**src/tcrq_pkg.sv**
```systemverilog
// tcrq_pkg: shared sizes, word types and codes of the two-class request queue.
// No dependencies; used by every module in src.
`default_nettype none

package tcrq_pkg;

    localparam int DEPTH      = 64;
    localparam int ITEM_WIDTH = 32;
    localparam int ADDR_W     = $clog2(DEPTH);
    localparam int COUNT_W    = 7;
    localparam int POS_W      = 6;
    localparam int CAP_W      = 7;
    localparam int LIMIT_W    = 8;
    localparam int RUN_W      = 8;
    localparam int PADDR_W    = 3;
    localparam int PDATA_W    = 32;

    // register index, taken from paddr[2]
    localparam logic REG_CAPACITY     = 1'b0;
    localparam logic REG_STARVE_LIMIT = 1'b1;

    localparam logic [CAP_W-1:0]   CAPACITY_RESET = CAP_W'(50);
    localparam logic [LIMIT_W-1:0] STARVE_RESET   = LIMIT_W'(10);

    typedef enum logic [1:0] {
        OP_ENQUEUE = 2'd0,
        OP_DEQUEUE = 2'd1,
        OP_READ_AT = 2'd2,
        OP_NOP     = 2'd3
    } t_op;

    typedef enum logic [1:0] {
        ST_OK    = 2'd0,
        ST_FULL  = 2'd1,
        ST_EMPTY = 2'd2
    } t_status;

    typedef struct packed {
        t_op                     op;
        logic                    is_simple;
        logic [ITEM_WIDTH-1:0]   payload;
        logic                    queue_select;
        logic [POS_W-1:0]        position;
    } t_in_word;

    typedef struct packed {
        logic [ITEM_WIDTH-1:0]   item;
        t_status                 status;
        logic                    from_priority;
        logic [COUNT_W-1:0]      priority_count;
        logic [COUNT_W-1:0]      normal_count;
    } t_out_word;

    // store access issued by the control stage
    typedef struct packed {
        logic                    wr_en;
        logic                    wr_pri;
        logic [ADDR_W-1:0]       wr_addr;
        logic [ITEM_WIDTH-1:0]   wr_data;
        logic                    rd_en;
        logic                    rd_pri;
        logic [ADDR_W-1:0]       rd_addr;
    } t_mem_req;

    // result fields known before the store data returns
    typedef struct packed {
        t_status                 status;
        logic                    from_priority;
        logic [COUNT_W-1:0]      priority_count;
        logic [COUNT_W-1:0]      normal_count;
        logic                    use_data;
        logic                    rd_pri;
    } t_res_info;

endpackage

`default_nettype wire

```
**src/two_class_request_queue_unit.sv**
```systemverilog
// two_class_request_queue_unit: top level of the two-class request queue.
// Depends on tcrq_pkg, tcrq_ctrl and tcrq_store.
//
//   channel  direction  handshake                  word
//   in       input      i_in_valid / o_in_ready    i_in_word  (t_in_word)
//   out      output     o_out_valid / i_out_ready  o_out_word (t_out_word)
//   config   input      APB psel/penable/pwrite    capacity @0x0, starve_limit @0x4
//
// One word per cycle sustained while the receiver keeps out ready high. The
// input register feeds the control decision and the store access, and the
// store's registered read data plus the result fields form the output register.
// Stalls: a waiting result holds the output stage; the input register still
// takes one more word, so in ready drops only when both stages are full.
// Reset (synchronous, active low) empties both queues and restores
// capacity 50 and starve_limit 10; store contents are not cleared.
`default_nettype none

module two_class_request_queue_unit (
    input  wire logic                              i_clk,
    input  wire logic                              i_rst_n,
    input  wire logic                              i_in_valid,
    output logic                                   o_in_ready,
    input  wire tcrq_pkg::t_in_word                i_in_word,
    output logic                                   o_out_valid,
    input  wire logic                              i_out_ready,
    output tcrq_pkg::t_out_word                    o_out_word,
    input  wire logic                              psel,
    input  wire logic                              penable,
    input  wire logic                              pwrite,
    input  wire logic [tcrq_pkg::PADDR_W-1:0]      paddr,
    input  wire logic [tcrq_pkg::PDATA_W-1:0]      pwdata,
    output logic [tcrq_pkg::PDATA_W-1:0]           prdata,
    output logic                                   pready
);
    import tcrq_pkg::*;

    // configuration registers
    logic [CAP_W-1:0]   r_capacity;
    logic [LIMIT_W-1:0] r_starve_limit;
    logic               cfg_wr;

    assign pready = 1'b1;
    assign cfg_wr = psel & penable & pwrite;

    always_ff @(posedge i_clk) begin
        if (!i_rst_n) begin
            r_capacity     <= CAPACITY_RESET;
            r_starve_limit <= STARVE_RESET;
        end else if (cfg_wr) begin
            if (paddr[2] == REG_CAPACITY) begin
                r_capacity <= pwdata[CAP_W-1:0];
            end else begin
                r_starve_limit <= pwdata[LIMIT_W-1:0];
            end
        end
    end

    always_comb begin
        if (paddr[2] == REG_STARVE_LIMIT) begin
            prdata = PDATA_W'(r_starve_limit);
        end else begin
            prdata = PDATA_W'(r_capacity);
        end
    end

    // pipeline control: A = input register, B = output register
    logic      r_a_valid;
    t_in_word  r_a_word;
    logic      r_b_valid;
    t_res_info r_b_info;
    logic      b_load;
    logic      a_fire;

    assign b_load     = !r_b_valid || i_out_ready;
    assign a_fire     = r_a_valid && b_load;
    assign o_in_ready = !r_a_valid || a_fire;

    always_ff @(posedge i_clk) begin
        if (!i_rst_n) begin
            r_a_valid <= 1'b0;
        end else if (o_in_ready) begin
            r_a_valid <= i_in_valid;
        end
    end

    always_ff @(posedge i_clk) begin
        if (o_in_ready && i_in_valid) begin
            r_a_word <= i_in_word;
        end
    end

    // decision, pointer and count update
    t_mem_req  mem_req;
    t_res_info res_info;

    tcrq_ctrl u_ctrl (
        .i_clk          (i_clk),
        .i_rst_n        (i_rst_n),
        .i_fire         (a_fire),
        .i_word         (r_a_word),
        .i_capacity     (r_capacity),
        .i_starve_limit (r_starve_limit),
        .o_mem_req      (mem_req),
        .o_res_info     (res_info)
    );

    // stores: read data lands with the output register
    logic [ITEM_WIDTH-1:0] pri_rd_data;
    logic [ITEM_WIDTH-1:0] norm_rd_data;

    tcrq_store u_pri_store (
        .i_clk     (i_clk),
        .i_wr_en   (a_fire && mem_req.wr_en && mem_req.wr_pri),
        .i_wr_addr (mem_req.wr_addr),
        .i_wr_data (mem_req.wr_data),
        .i_rd_en   (a_fire && mem_req.rd_en && mem_req.rd_pri),
        .i_rd_addr (mem_req.rd_addr),
        .o_rd_data (pri_rd_data)
    );

    tcrq_store u_norm_store (
        .i_clk     (i_clk),
        .i_wr_en   (a_fire && mem_req.wr_en && !mem_req.wr_pri),
        .i_wr_addr (mem_req.wr_addr),
        .i_wr_data (mem_req.wr_data),
        .i_rd_en   (a_fire && mem_req.rd_en && !mem_req.rd_pri),
        .i_rd_addr (mem_req.rd_addr),
        .o_rd_data (norm_rd_data)
    );

    always_ff @(posedge i_clk) begin
        if (!i_rst_n) begin
            r_b_valid <= 1'b0;
        end else if (b_load) begin
            r_b_valid <= r_a_valid;
        end
    end

    always_ff @(posedge i_clk) begin
        if (a_fire) begin
            r_b_info <= res_info;
        end
    end

    // result word: item is zero unless a read or dequeue succeeded
    always_comb begin
        o_out_valid               = r_b_valid;
        o_out_word.status         = r_b_info.status;
        o_out_word.from_priority  = r_b_info.from_priority;
        o_out_word.priority_count = r_b_info.priority_count;
        o_out_word.normal_count   = r_b_info.normal_count;
        if (!r_b_info.use_data) begin
            o_out_word.item = '0;
        end else if (r_b_info.rd_pri) begin
            o_out_word.item = pri_rd_data;
        end else begin
            o_out_word.item = norm_rd_data;
        end
    end

    // checks
    a_item_zero_on_fail: assert property (@(posedge i_clk) disable iff (!i_rst_n)
        o_out_valid && (o_out_word.status != ST_OK) |-> o_out_word.item == '0)
        else $error("item not zero on failed operation");

    a_from_pri_ok: assert property (@(posedge i_clk) disable iff (!i_rst_n)
        o_out_valid && o_out_word.from_priority |-> o_out_word.status == ST_OK)
        else $error("priority serve flagged without ok status");

    a_counts_bounded: assert property (@(posedge i_clk) disable iff (!i_rst_n)
        o_out_valid |-> (o_out_word.priority_count <= COUNT_W'(DEPTH))
                     && (o_out_word.normal_count <= COUNT_W'(DEPTH)))
        else $error("queue count beyond store depth");

    a_stage_a_holds: assert property (@(posedge i_clk) disable iff (!i_rst_n)
        r_a_valid && !a_fire |=> r_a_valid && $stable(r_a_word))
        else $error("input register lost a stalled word");

endmodule

`default_nettype wire

```
**src/tcrq_store.sv**
```systemverilog
// tcrq_store: one item store, single write port and one registered read port.
// Depends on tcrq_pkg for sizes.
`default_nettype none

module tcrq_store (
    input  wire logic                          i_clk,
    input  wire logic                          i_wr_en,
    input  wire logic [tcrq_pkg::ADDR_W-1:0]   i_wr_addr,
    input  wire logic [tcrq_pkg::ITEM_WIDTH-1:0] i_wr_data,
    input  wire logic                          i_rd_en,
    input  wire logic [tcrq_pkg::ADDR_W-1:0]   i_rd_addr,
    output logic [tcrq_pkg::ITEM_WIDTH-1:0]    o_rd_data
);
    import tcrq_pkg::*;

    logic [ITEM_WIDTH-1:0] r_mem [DEPTH];

    always_ff @(posedge i_clk) begin
        if (i_wr_en) begin
            r_mem[i_wr_addr] <= i_wr_data;
        end
    end

    // read data holds while the read enable is low
    always_ff @(posedge i_clk) begin
        if (i_rd_en) begin
            o_rd_data <= r_mem[i_rd_addr];
        end
    end

endmodule

`default_nettype wire

```
**src/tcrq_ctrl.sv**
```systemverilog
// tcrq_ctrl: queue pointers, counts and starvation run; decides each operation.
// Depends on tcrq_pkg for types and codes.
`default_nettype none

module tcrq_ctrl (
    input  wire logic                          i_clk,
    input  wire logic                          i_rst_n,
    input  wire logic                          i_fire,
    input  wire tcrq_pkg::t_in_word            i_word,
    input  wire logic [tcrq_pkg::CAP_W-1:0]    i_capacity,
    input  wire logic [tcrq_pkg::LIMIT_W-1:0]  i_starve_limit,
    output tcrq_pkg::t_mem_req                 o_mem_req,
    output tcrq_pkg::t_res_info                o_res_info
);
    import tcrq_pkg::*;

    logic [ADDR_W-1:0]  r_pri_head, r_pri_tail, r_norm_head, r_norm_tail;
    logic [ADDR_W-1:0]  n_pri_head, n_pri_tail, n_norm_head, n_norm_tail;
    logic [COUNT_W-1:0] r_pri_cnt, r_norm_cnt, n_pri_cnt, n_norm_cnt;
    logic [RUN_W-1:0]   r_run, n_run;

    logic [COUNT_W:0]   total;
    logic [CAP_W-1:0]   limit;
    logic [COUNT_W-1:0] own_cnt;
    logic               is_full;
    logic               serve_pri;
    logic [COUNT_W-1:0] sel_cnt;
    logic [ADDR_W-1:0]  sel_head;
    logic [COUNT_W-1:0] pos_ext;
    logic [COUNT_W-1:0] offset;

    always_comb begin
        total    = {1'b0, r_pri_cnt} + {1'b0, r_norm_cnt};
        limit    = (i_capacity == '0) ? '0 : i_capacity - CAP_W'(1);
        own_cnt  = i_word.is_simple ? r_pri_cnt : r_norm_cnt;
        is_full  = (total >= (COUNT_W+1)'(limit)) || (own_cnt >= COUNT_W'(DEPTH));
        // priority wins unless normal waits and the run is past the limit
        serve_pri = (r_pri_cnt != '0)
                  && !((r_norm_cnt != '0) && (r_run > i_starve_limit));
        sel_cnt  = i_word.queue_select ? r_pri_cnt : r_norm_cnt;
        sel_head = i_word.queue_select ? r_pri_head : r_norm_head;
        pos_ext  = COUNT_W'(i_word.position);
        offset   = (pos_ext >= sel_cnt) ? sel_cnt - COUNT_W'(1) : pos_ext;
    end

    always_comb begin
        n_pri_head  = r_pri_head;
        n_pri_tail  = r_pri_tail;
        n_norm_head = r_norm_head;
        n_norm_tail = r_norm_tail;
        n_pri_cnt   = r_pri_cnt;
        n_norm_cnt  = r_norm_cnt;
        n_run       = r_run;

        o_mem_req.wr_en   = 1'b0;
        o_mem_req.wr_pri  = i_word.is_simple;
        o_mem_req.wr_addr = i_word.is_simple ? r_pri_tail : r_norm_tail;
        o_mem_req.wr_data = i_word.payload;
        o_mem_req.rd_en   = 1'b0;
        o_mem_req.rd_pri  = 1'b0;
        o_mem_req.rd_addr = r_norm_head;

        o_res_info.status        = ST_OK;
        o_res_info.from_priority = 1'b0;
        o_res_info.use_data      = 1'b0;

        case (i_word.op)
            OP_ENQUEUE: begin
                if (is_full) begin
                    o_res_info.status = ST_FULL;
                end else begin
                    o_mem_req.wr_en = 1'b1;
                    if (i_word.is_simple) begin
                        n_pri_tail = r_pri_tail + ADDR_W'(1);
                        n_pri_cnt  = r_pri_cnt + COUNT_W'(1);
                    end else begin
                        n_norm_tail = r_norm_tail + ADDR_W'(1);
                        n_norm_cnt  = r_norm_cnt + COUNT_W'(1);
                    end
                end
            end
            OP_DEQUEUE: begin
                if ((r_pri_cnt == '0) && (r_norm_cnt == '0)) begin
                    o_res_info.status = ST_EMPTY;
                end else if (serve_pri) begin
                    o_mem_req.rd_en          = 1'b1;
                    o_mem_req.rd_pri         = 1'b1;
                    o_mem_req.rd_addr        = r_pri_head;
                    o_res_info.use_data      = 1'b1;
                    o_res_info.from_priority = 1'b1;
                    n_pri_head = r_pri_head + ADDR_W'(1);
                    n_pri_cnt  = r_pri_cnt - COUNT_W'(1);
                    if (r_run != '1) begin
                        n_run = r_run + RUN_W'(1);
                    end
                end else begin
                    o_mem_req.rd_en     = 1'b1;
                    o_mem_req.rd_addr   = r_norm_head;
                    o_res_info.use_data = 1'b1;
                    n_norm_head = r_norm_head + ADDR_W'(1);
                    n_norm_cnt  = r_norm_cnt - COUNT_W'(1);
                    n_run       = '0;
                end
            end
            OP_READ_AT: begin
                if (sel_cnt == '0) begin
                    o_res_info.status = ST_EMPTY;
                end else begin
                    o_mem_req.rd_en     = 1'b1;
                    o_mem_req.rd_pri    = i_word.queue_select;
                    o_mem_req.rd_addr   = sel_head + offset[ADDR_W-1:0];
                    o_res_info.use_data = 1'b1;
                end
            end
            default: begin
                // no operation: status ok, counts unchanged
            end
        endcase

        o_res_info.rd_pri         = o_mem_req.rd_pri;
        o_res_info.priority_count = n_pri_cnt;
        o_res_info.normal_count   = n_norm_cnt;
    end

    always_ff @(posedge i_clk) begin
        if (!i_rst_n) begin
            r_pri_head  <= '0;
            r_pri_tail  <= '0;
            r_norm_head <= '0;
            r_norm_tail <= '0;
            r_pri_cnt   <= '0;
            r_norm_cnt  <= '0;
            r_run       <= '0;
        end else if (i_fire) begin
            r_pri_head  <= n_pri_head;
            r_pri_tail  <= n_pri_tail;
            r_norm_head <= n_norm_head;
            r_norm_tail <= n_norm_tail;
            r_pri_cnt   <= n_pri_cnt;
            r_norm_cnt  <= n_norm_cnt;
            r_run       <= n_run;
        end
    end

endmodule

`default_nettype wire

```
**config.mk**
```make
export PLATFORM = sky130hd
export DESIGN_NAME = two_class_request_queue_unit
export DESIGN_NICKNAME = d
export VERILOG_FILES = /design/src/tcrq_pkg.sv /design/src/two_class_request_queue_unit.sv /design/src/tcrq_store.sv /design/src/tcrq_ctrl.sv
export SDC_FILE = /design/constraint.sdc
export NUM_CORES = 2
export LEC_CHECK = 0
export BUFFER_PORTS_ARGS = -buffer_cell sky130_fd_sc_hd__buf_4
export CORE_AREA = 2 2 617 619
export DETAILED_ROUTE_END_ITERATION = 10
export DIE_AREA = 0 0 619 621
export PLACE_DENSITY_LB_ADDON = 0.08
export SLEW_MARGIN = 20
export SYNTH_ARGS = -nofsm -noshare
export SYNTH_HDL_FRONTEND = slang
export SYNTH_SLANG_ARGS = --single-unit
```
**constraint.sdc**
```tcl
create_clock -name i_clk -period 5.1 [get_ports i_clk]
set_input_delay 1.02 -clock i_clk [delete_from_list [all_inputs] [get_ports i_clk]]
set_output_delay 1.02 -clock i_clk [all_outputs]
set_load 0.05 [all_outputs]
```
==> reports/metrics.csv <==
metric,value,unit
final period utilization,115,%
GR Overflow Total,0,
reg-to-reg endpoint,u_pri_store.o_rd_data[0],
final count of negative-setup-slack endpoints,64,
fill count,29990,
Avg Vias per Cell,6.00,
status,"complete, but fails checks",
critical path peak fanout,6,
H-tree depth,5,
Placed Cells,16655,
switch share,23.2,%
register area share after synthesis,75.7,%
Final nets,12461,
clk root buf,clkbuf_16,
Mapped Cells,10897,
vias in the first global route,102641,
Clk pwr share,41.9,%
TritonCTS clock tree,done,
"commonest non-fill, non-tap cells in the layout","edfxtp_1 (4221), nand2_1 (2443), buf_4 (1053), nand3_1 (910), clkbuf_16 (491)",
Yosys cell types,90,
IO Pins,168,
vias post-DR,106994,
CTS Buf Count,452,
DRT iter0 DRCs,15076,
post-synth top area share,74.9,%
Worst Slack Setup Final,-780,ps
largest cells by area after synthesis,"edfxtp_1 (75%), nand2_1 (5.5%), mux4_2 (4.9%)",
Row Count,226,
Fmax,170,MHz
fraction of the mapped netlist area in adder cells,0.393,%
Leak,71.6,nW
initial antenna violation count,60,
CTS Sinks,4284,
end of the worst hold path,r_a_word[31],
post-layout util,55.5,%
PwrDens,371,mW/mm²
simple-gate share of the synthesized area,10.7,%
first-pass GRT wire length,805,mm
"Arr. time, crit path",6620,ps
Fin Hold WS,210,ps
kind of critical path,reg2reg,
share of cells above drive strength 1,25.5,%
Clock Latency Late Sink,1010,ps
Core Box Area,0.378,mm²
hold depth,1,
gpl congestion,0.865,
Die Height,621,µm
synth-to-layout area growth,24.0,%
Min-Delay Path Class,in2reg,
Total Routing Usage GR,29.7,%
min cycle time layout,5880,ps
clock skew,57.7,ps
CP Capture Type,flop,
average cell area after synthesis,15.5,µm²
die width,619,µm
Slew headroom,12.2,%
xor/xnor share of the synthesized area,0.192,%
unrepaired setup endpoints after global routing,yes,
largest net degree at the start of global routing,129,
Peak VDD IR,0.322,mV
failing checks,negative setup slack,
sequential power share,49.8,%
clock slew at reported path FFs,60,ps
Hold Startpoint,i_in_word[31],
worst-margin pin slew,1320,ps
Clock Path Buffers,4,
setup total negative slack,-36990,ps
DIE AREA,0.384,mm²
number of synthesized register bits,4284,
ys async rst share,0,%
DRC,0,
main combinational cell family by area after synthesis,simple AND/OR/NAND/NOR gates,
drt total wl,586,mm
startpoint types,flop,
Worst EP required,5840,ps
Internal Power,59.8,mW
max-cap violation count,0,
Comb power frac,8.3,%
HPWL Detailed,351,mm
Compound-Gate Fraction of Synth Area,4.49,%
Avg WL per Cell,32.8,µm
port bufs,116,
Synth Warn #,0,
Reg2Reg Launch Point,r_a_word[6],
Fin. Hold Viols,0,
Initial Util,44.8,%
post-route ant nets,0,
final cell count without fillers,17841,
R2R Setup Slk,-780,ps
Main synth FF type,edfxtp_1,
"area leader, netlist",edfxtp_1,
sw power,18.1,mW
mux cell area share after synthesis,6.30,%
"EDFF count, synth",4221,
Reg2Reg Depth,26,
Post-Syn Area,0.169,mm²
"most common cell after layout, fill and taps aside",edfxtp_1,
DRT Pass-1 Iters,9,
Final Max Slew Viols,0,
Post-CTS Hold Fix Bufs,0,
"Power, Total",77.9,mW
==> worst max-delay path, cell delays in order (launching register included) <==
cell and delay (ps):
edfxtp_1 420, mux2i_2 230, inv_1 100, ha_1 290, nand2b_4 140, a21o_1 150, a21o_1 160, a21oi_2 150
o21a_1 180, buf_6 120, buf_6 90, nor2_2 30, a21o_1 170, inv_2 70, fa_1 390, nand2b_4 160
mux2i_4 220, a211oi_4 90, a211oi_4 340, buf_12 200, buf_16 140, buf_12 100, buf_6 90, mux4_2 310
a22oi_2 190, nand4_1 670, and4_1 430
==> cell families after synthesis <==
group / Yosys count
AOI/OAI and AO/OA: 1019
DFF: 4284
muxes: 606
buffers and inverters: 767
other: 2
xor gates and xnor gates: 37
adders and majority gates: 52
and+or+nand+nor: 4130
==> per-layer routing <==
metal | GRT usage [%] | share of wire, % | vias up
met5 | 0 | 0.0084 | -
met4 | 12.7 | 4.7 | 8
met3 | 3.49 | 8.5 | 925
met2 | 47.6 | 47 | 5482
met1 | 41.1 | 39 | 55575
li1 | - | - | 45004
==> power groups by stage <==
| stage | clock (mW) | combinational (mW) | sequential (mW) |
|---|---|---|---|
| 2_1_floorplan | 0 | 2.83 | 39.8 |
| 3_3_place_gp | 0 | 5.90 | 39.5 |
| 4_1_cts | 33.0 | 6.16 | 38.8 |
| 3_5_place_dp | 0 | 5.95 | 39.5 |
| 5_1_grt | 34.3 | 6.77 | 38.8 |
| 6_report | 32.6 | 6.43 | 38.8 |
==> flip-flops by register name, indices dropped and copies added (netlist names), 7 cells and up <==
| name | flops |
|---|---|
| u_norm_store.o_rd_data | 32 |
| u_ctrl.r_run | 8 |
| r_starve_limit | 8 |
| r_a_word | 42 |
| r_capacity | 7 |
| u_pri_store.r_mem | 2048 |
| u_ctrl.r_norm_cnt | 7 |
| u_ctrl.r_pri_cnt | 7 |
| o_out_word | 17 |
| u_pri_store.o_rd_data | 32 |
| u_norm_store.r_mem | 2048 |
==> worst max-delay path by stage <==
stage	start	endpoint	depth (start not counted)
2_1_floorplan	r_a_word[6]	u_pri_store.o_rd_data[23]	26
3_3_place_gp	r_a_word[6]	u_pri_store.o_rd_data[0]	30
3_5_place_dp	r_a_word[6]	u_pri_store.o_rd_data[0]	27
4_1_cts	r_a_word[6]	u_pri_store.o_rd_data[0]	26
5_1_grt	r_a_word[6]	u_pri_store.o_rd_data[0]	26
6_report	r_a_word[6]	u_pri_store.o_rd_data[0]	26
==> timing repair <==
| item | in CTS | in global routing |
|---|---|---|
| hold endpoints to repair | 0 | 0 |
| resized for setup | 310 | 417 |
| pin swaps | 112 | 267 |
| endpoints found under the setup margin | 64 | 1769 |
| buffers inserted | 98 | 136 |
| cloned | 7 | 25 |
==> through the flow <==
step | instance area, µm² | setup WS [ps]
3_3_place_gp | 189000 | -1640
2_1_floorplan | 169000 | -46.0
3_5_place_dp | 189000 | -1420
5_1_grt | 210000 | -971
4_1_cts | 206000 | -775
6_report | 210000 | -780
==> synth_stat cells, types with 23 or more instances <==
master	number
nand3_1	967
o2111ai_1	113
a21oi_1	97
clkbuf_1	308
a211oi_1	23
nand2_1	2464
buf_4	100
nand4_1	107
inv_1	38
o21ai_0	40
buf_1	40
nor2_1	205
mux4_2	366
a32oi_1	27
o211ai_1	78
mux2i_1	228
ha_1	50
dfxtp_1	63
a221oi_1	70
and3_1	227
a21o_1	47
a31oi_1	204
buf_2	258
a22oi_1	153
edfxtp_1	4221
a311oi_1	59
and4_1	51
nor2b_1	34
xor2_1	24
==> cell type report <==
class	count	area [µm²]	share of cell area (%)
repair buffers	1678	19600	9.33
inverters	40	150	0.0716
multi-input cells	5869	40900	19.5
well taps	5016	6280	2.99
clock inverters	299	2690	1.28
clock buffers	537	11900	5.66
diodes	118	295	0.141
flip-flops and latches	4284	128000	61.0
Note: power is estimated with default switching activity, not from simulation.
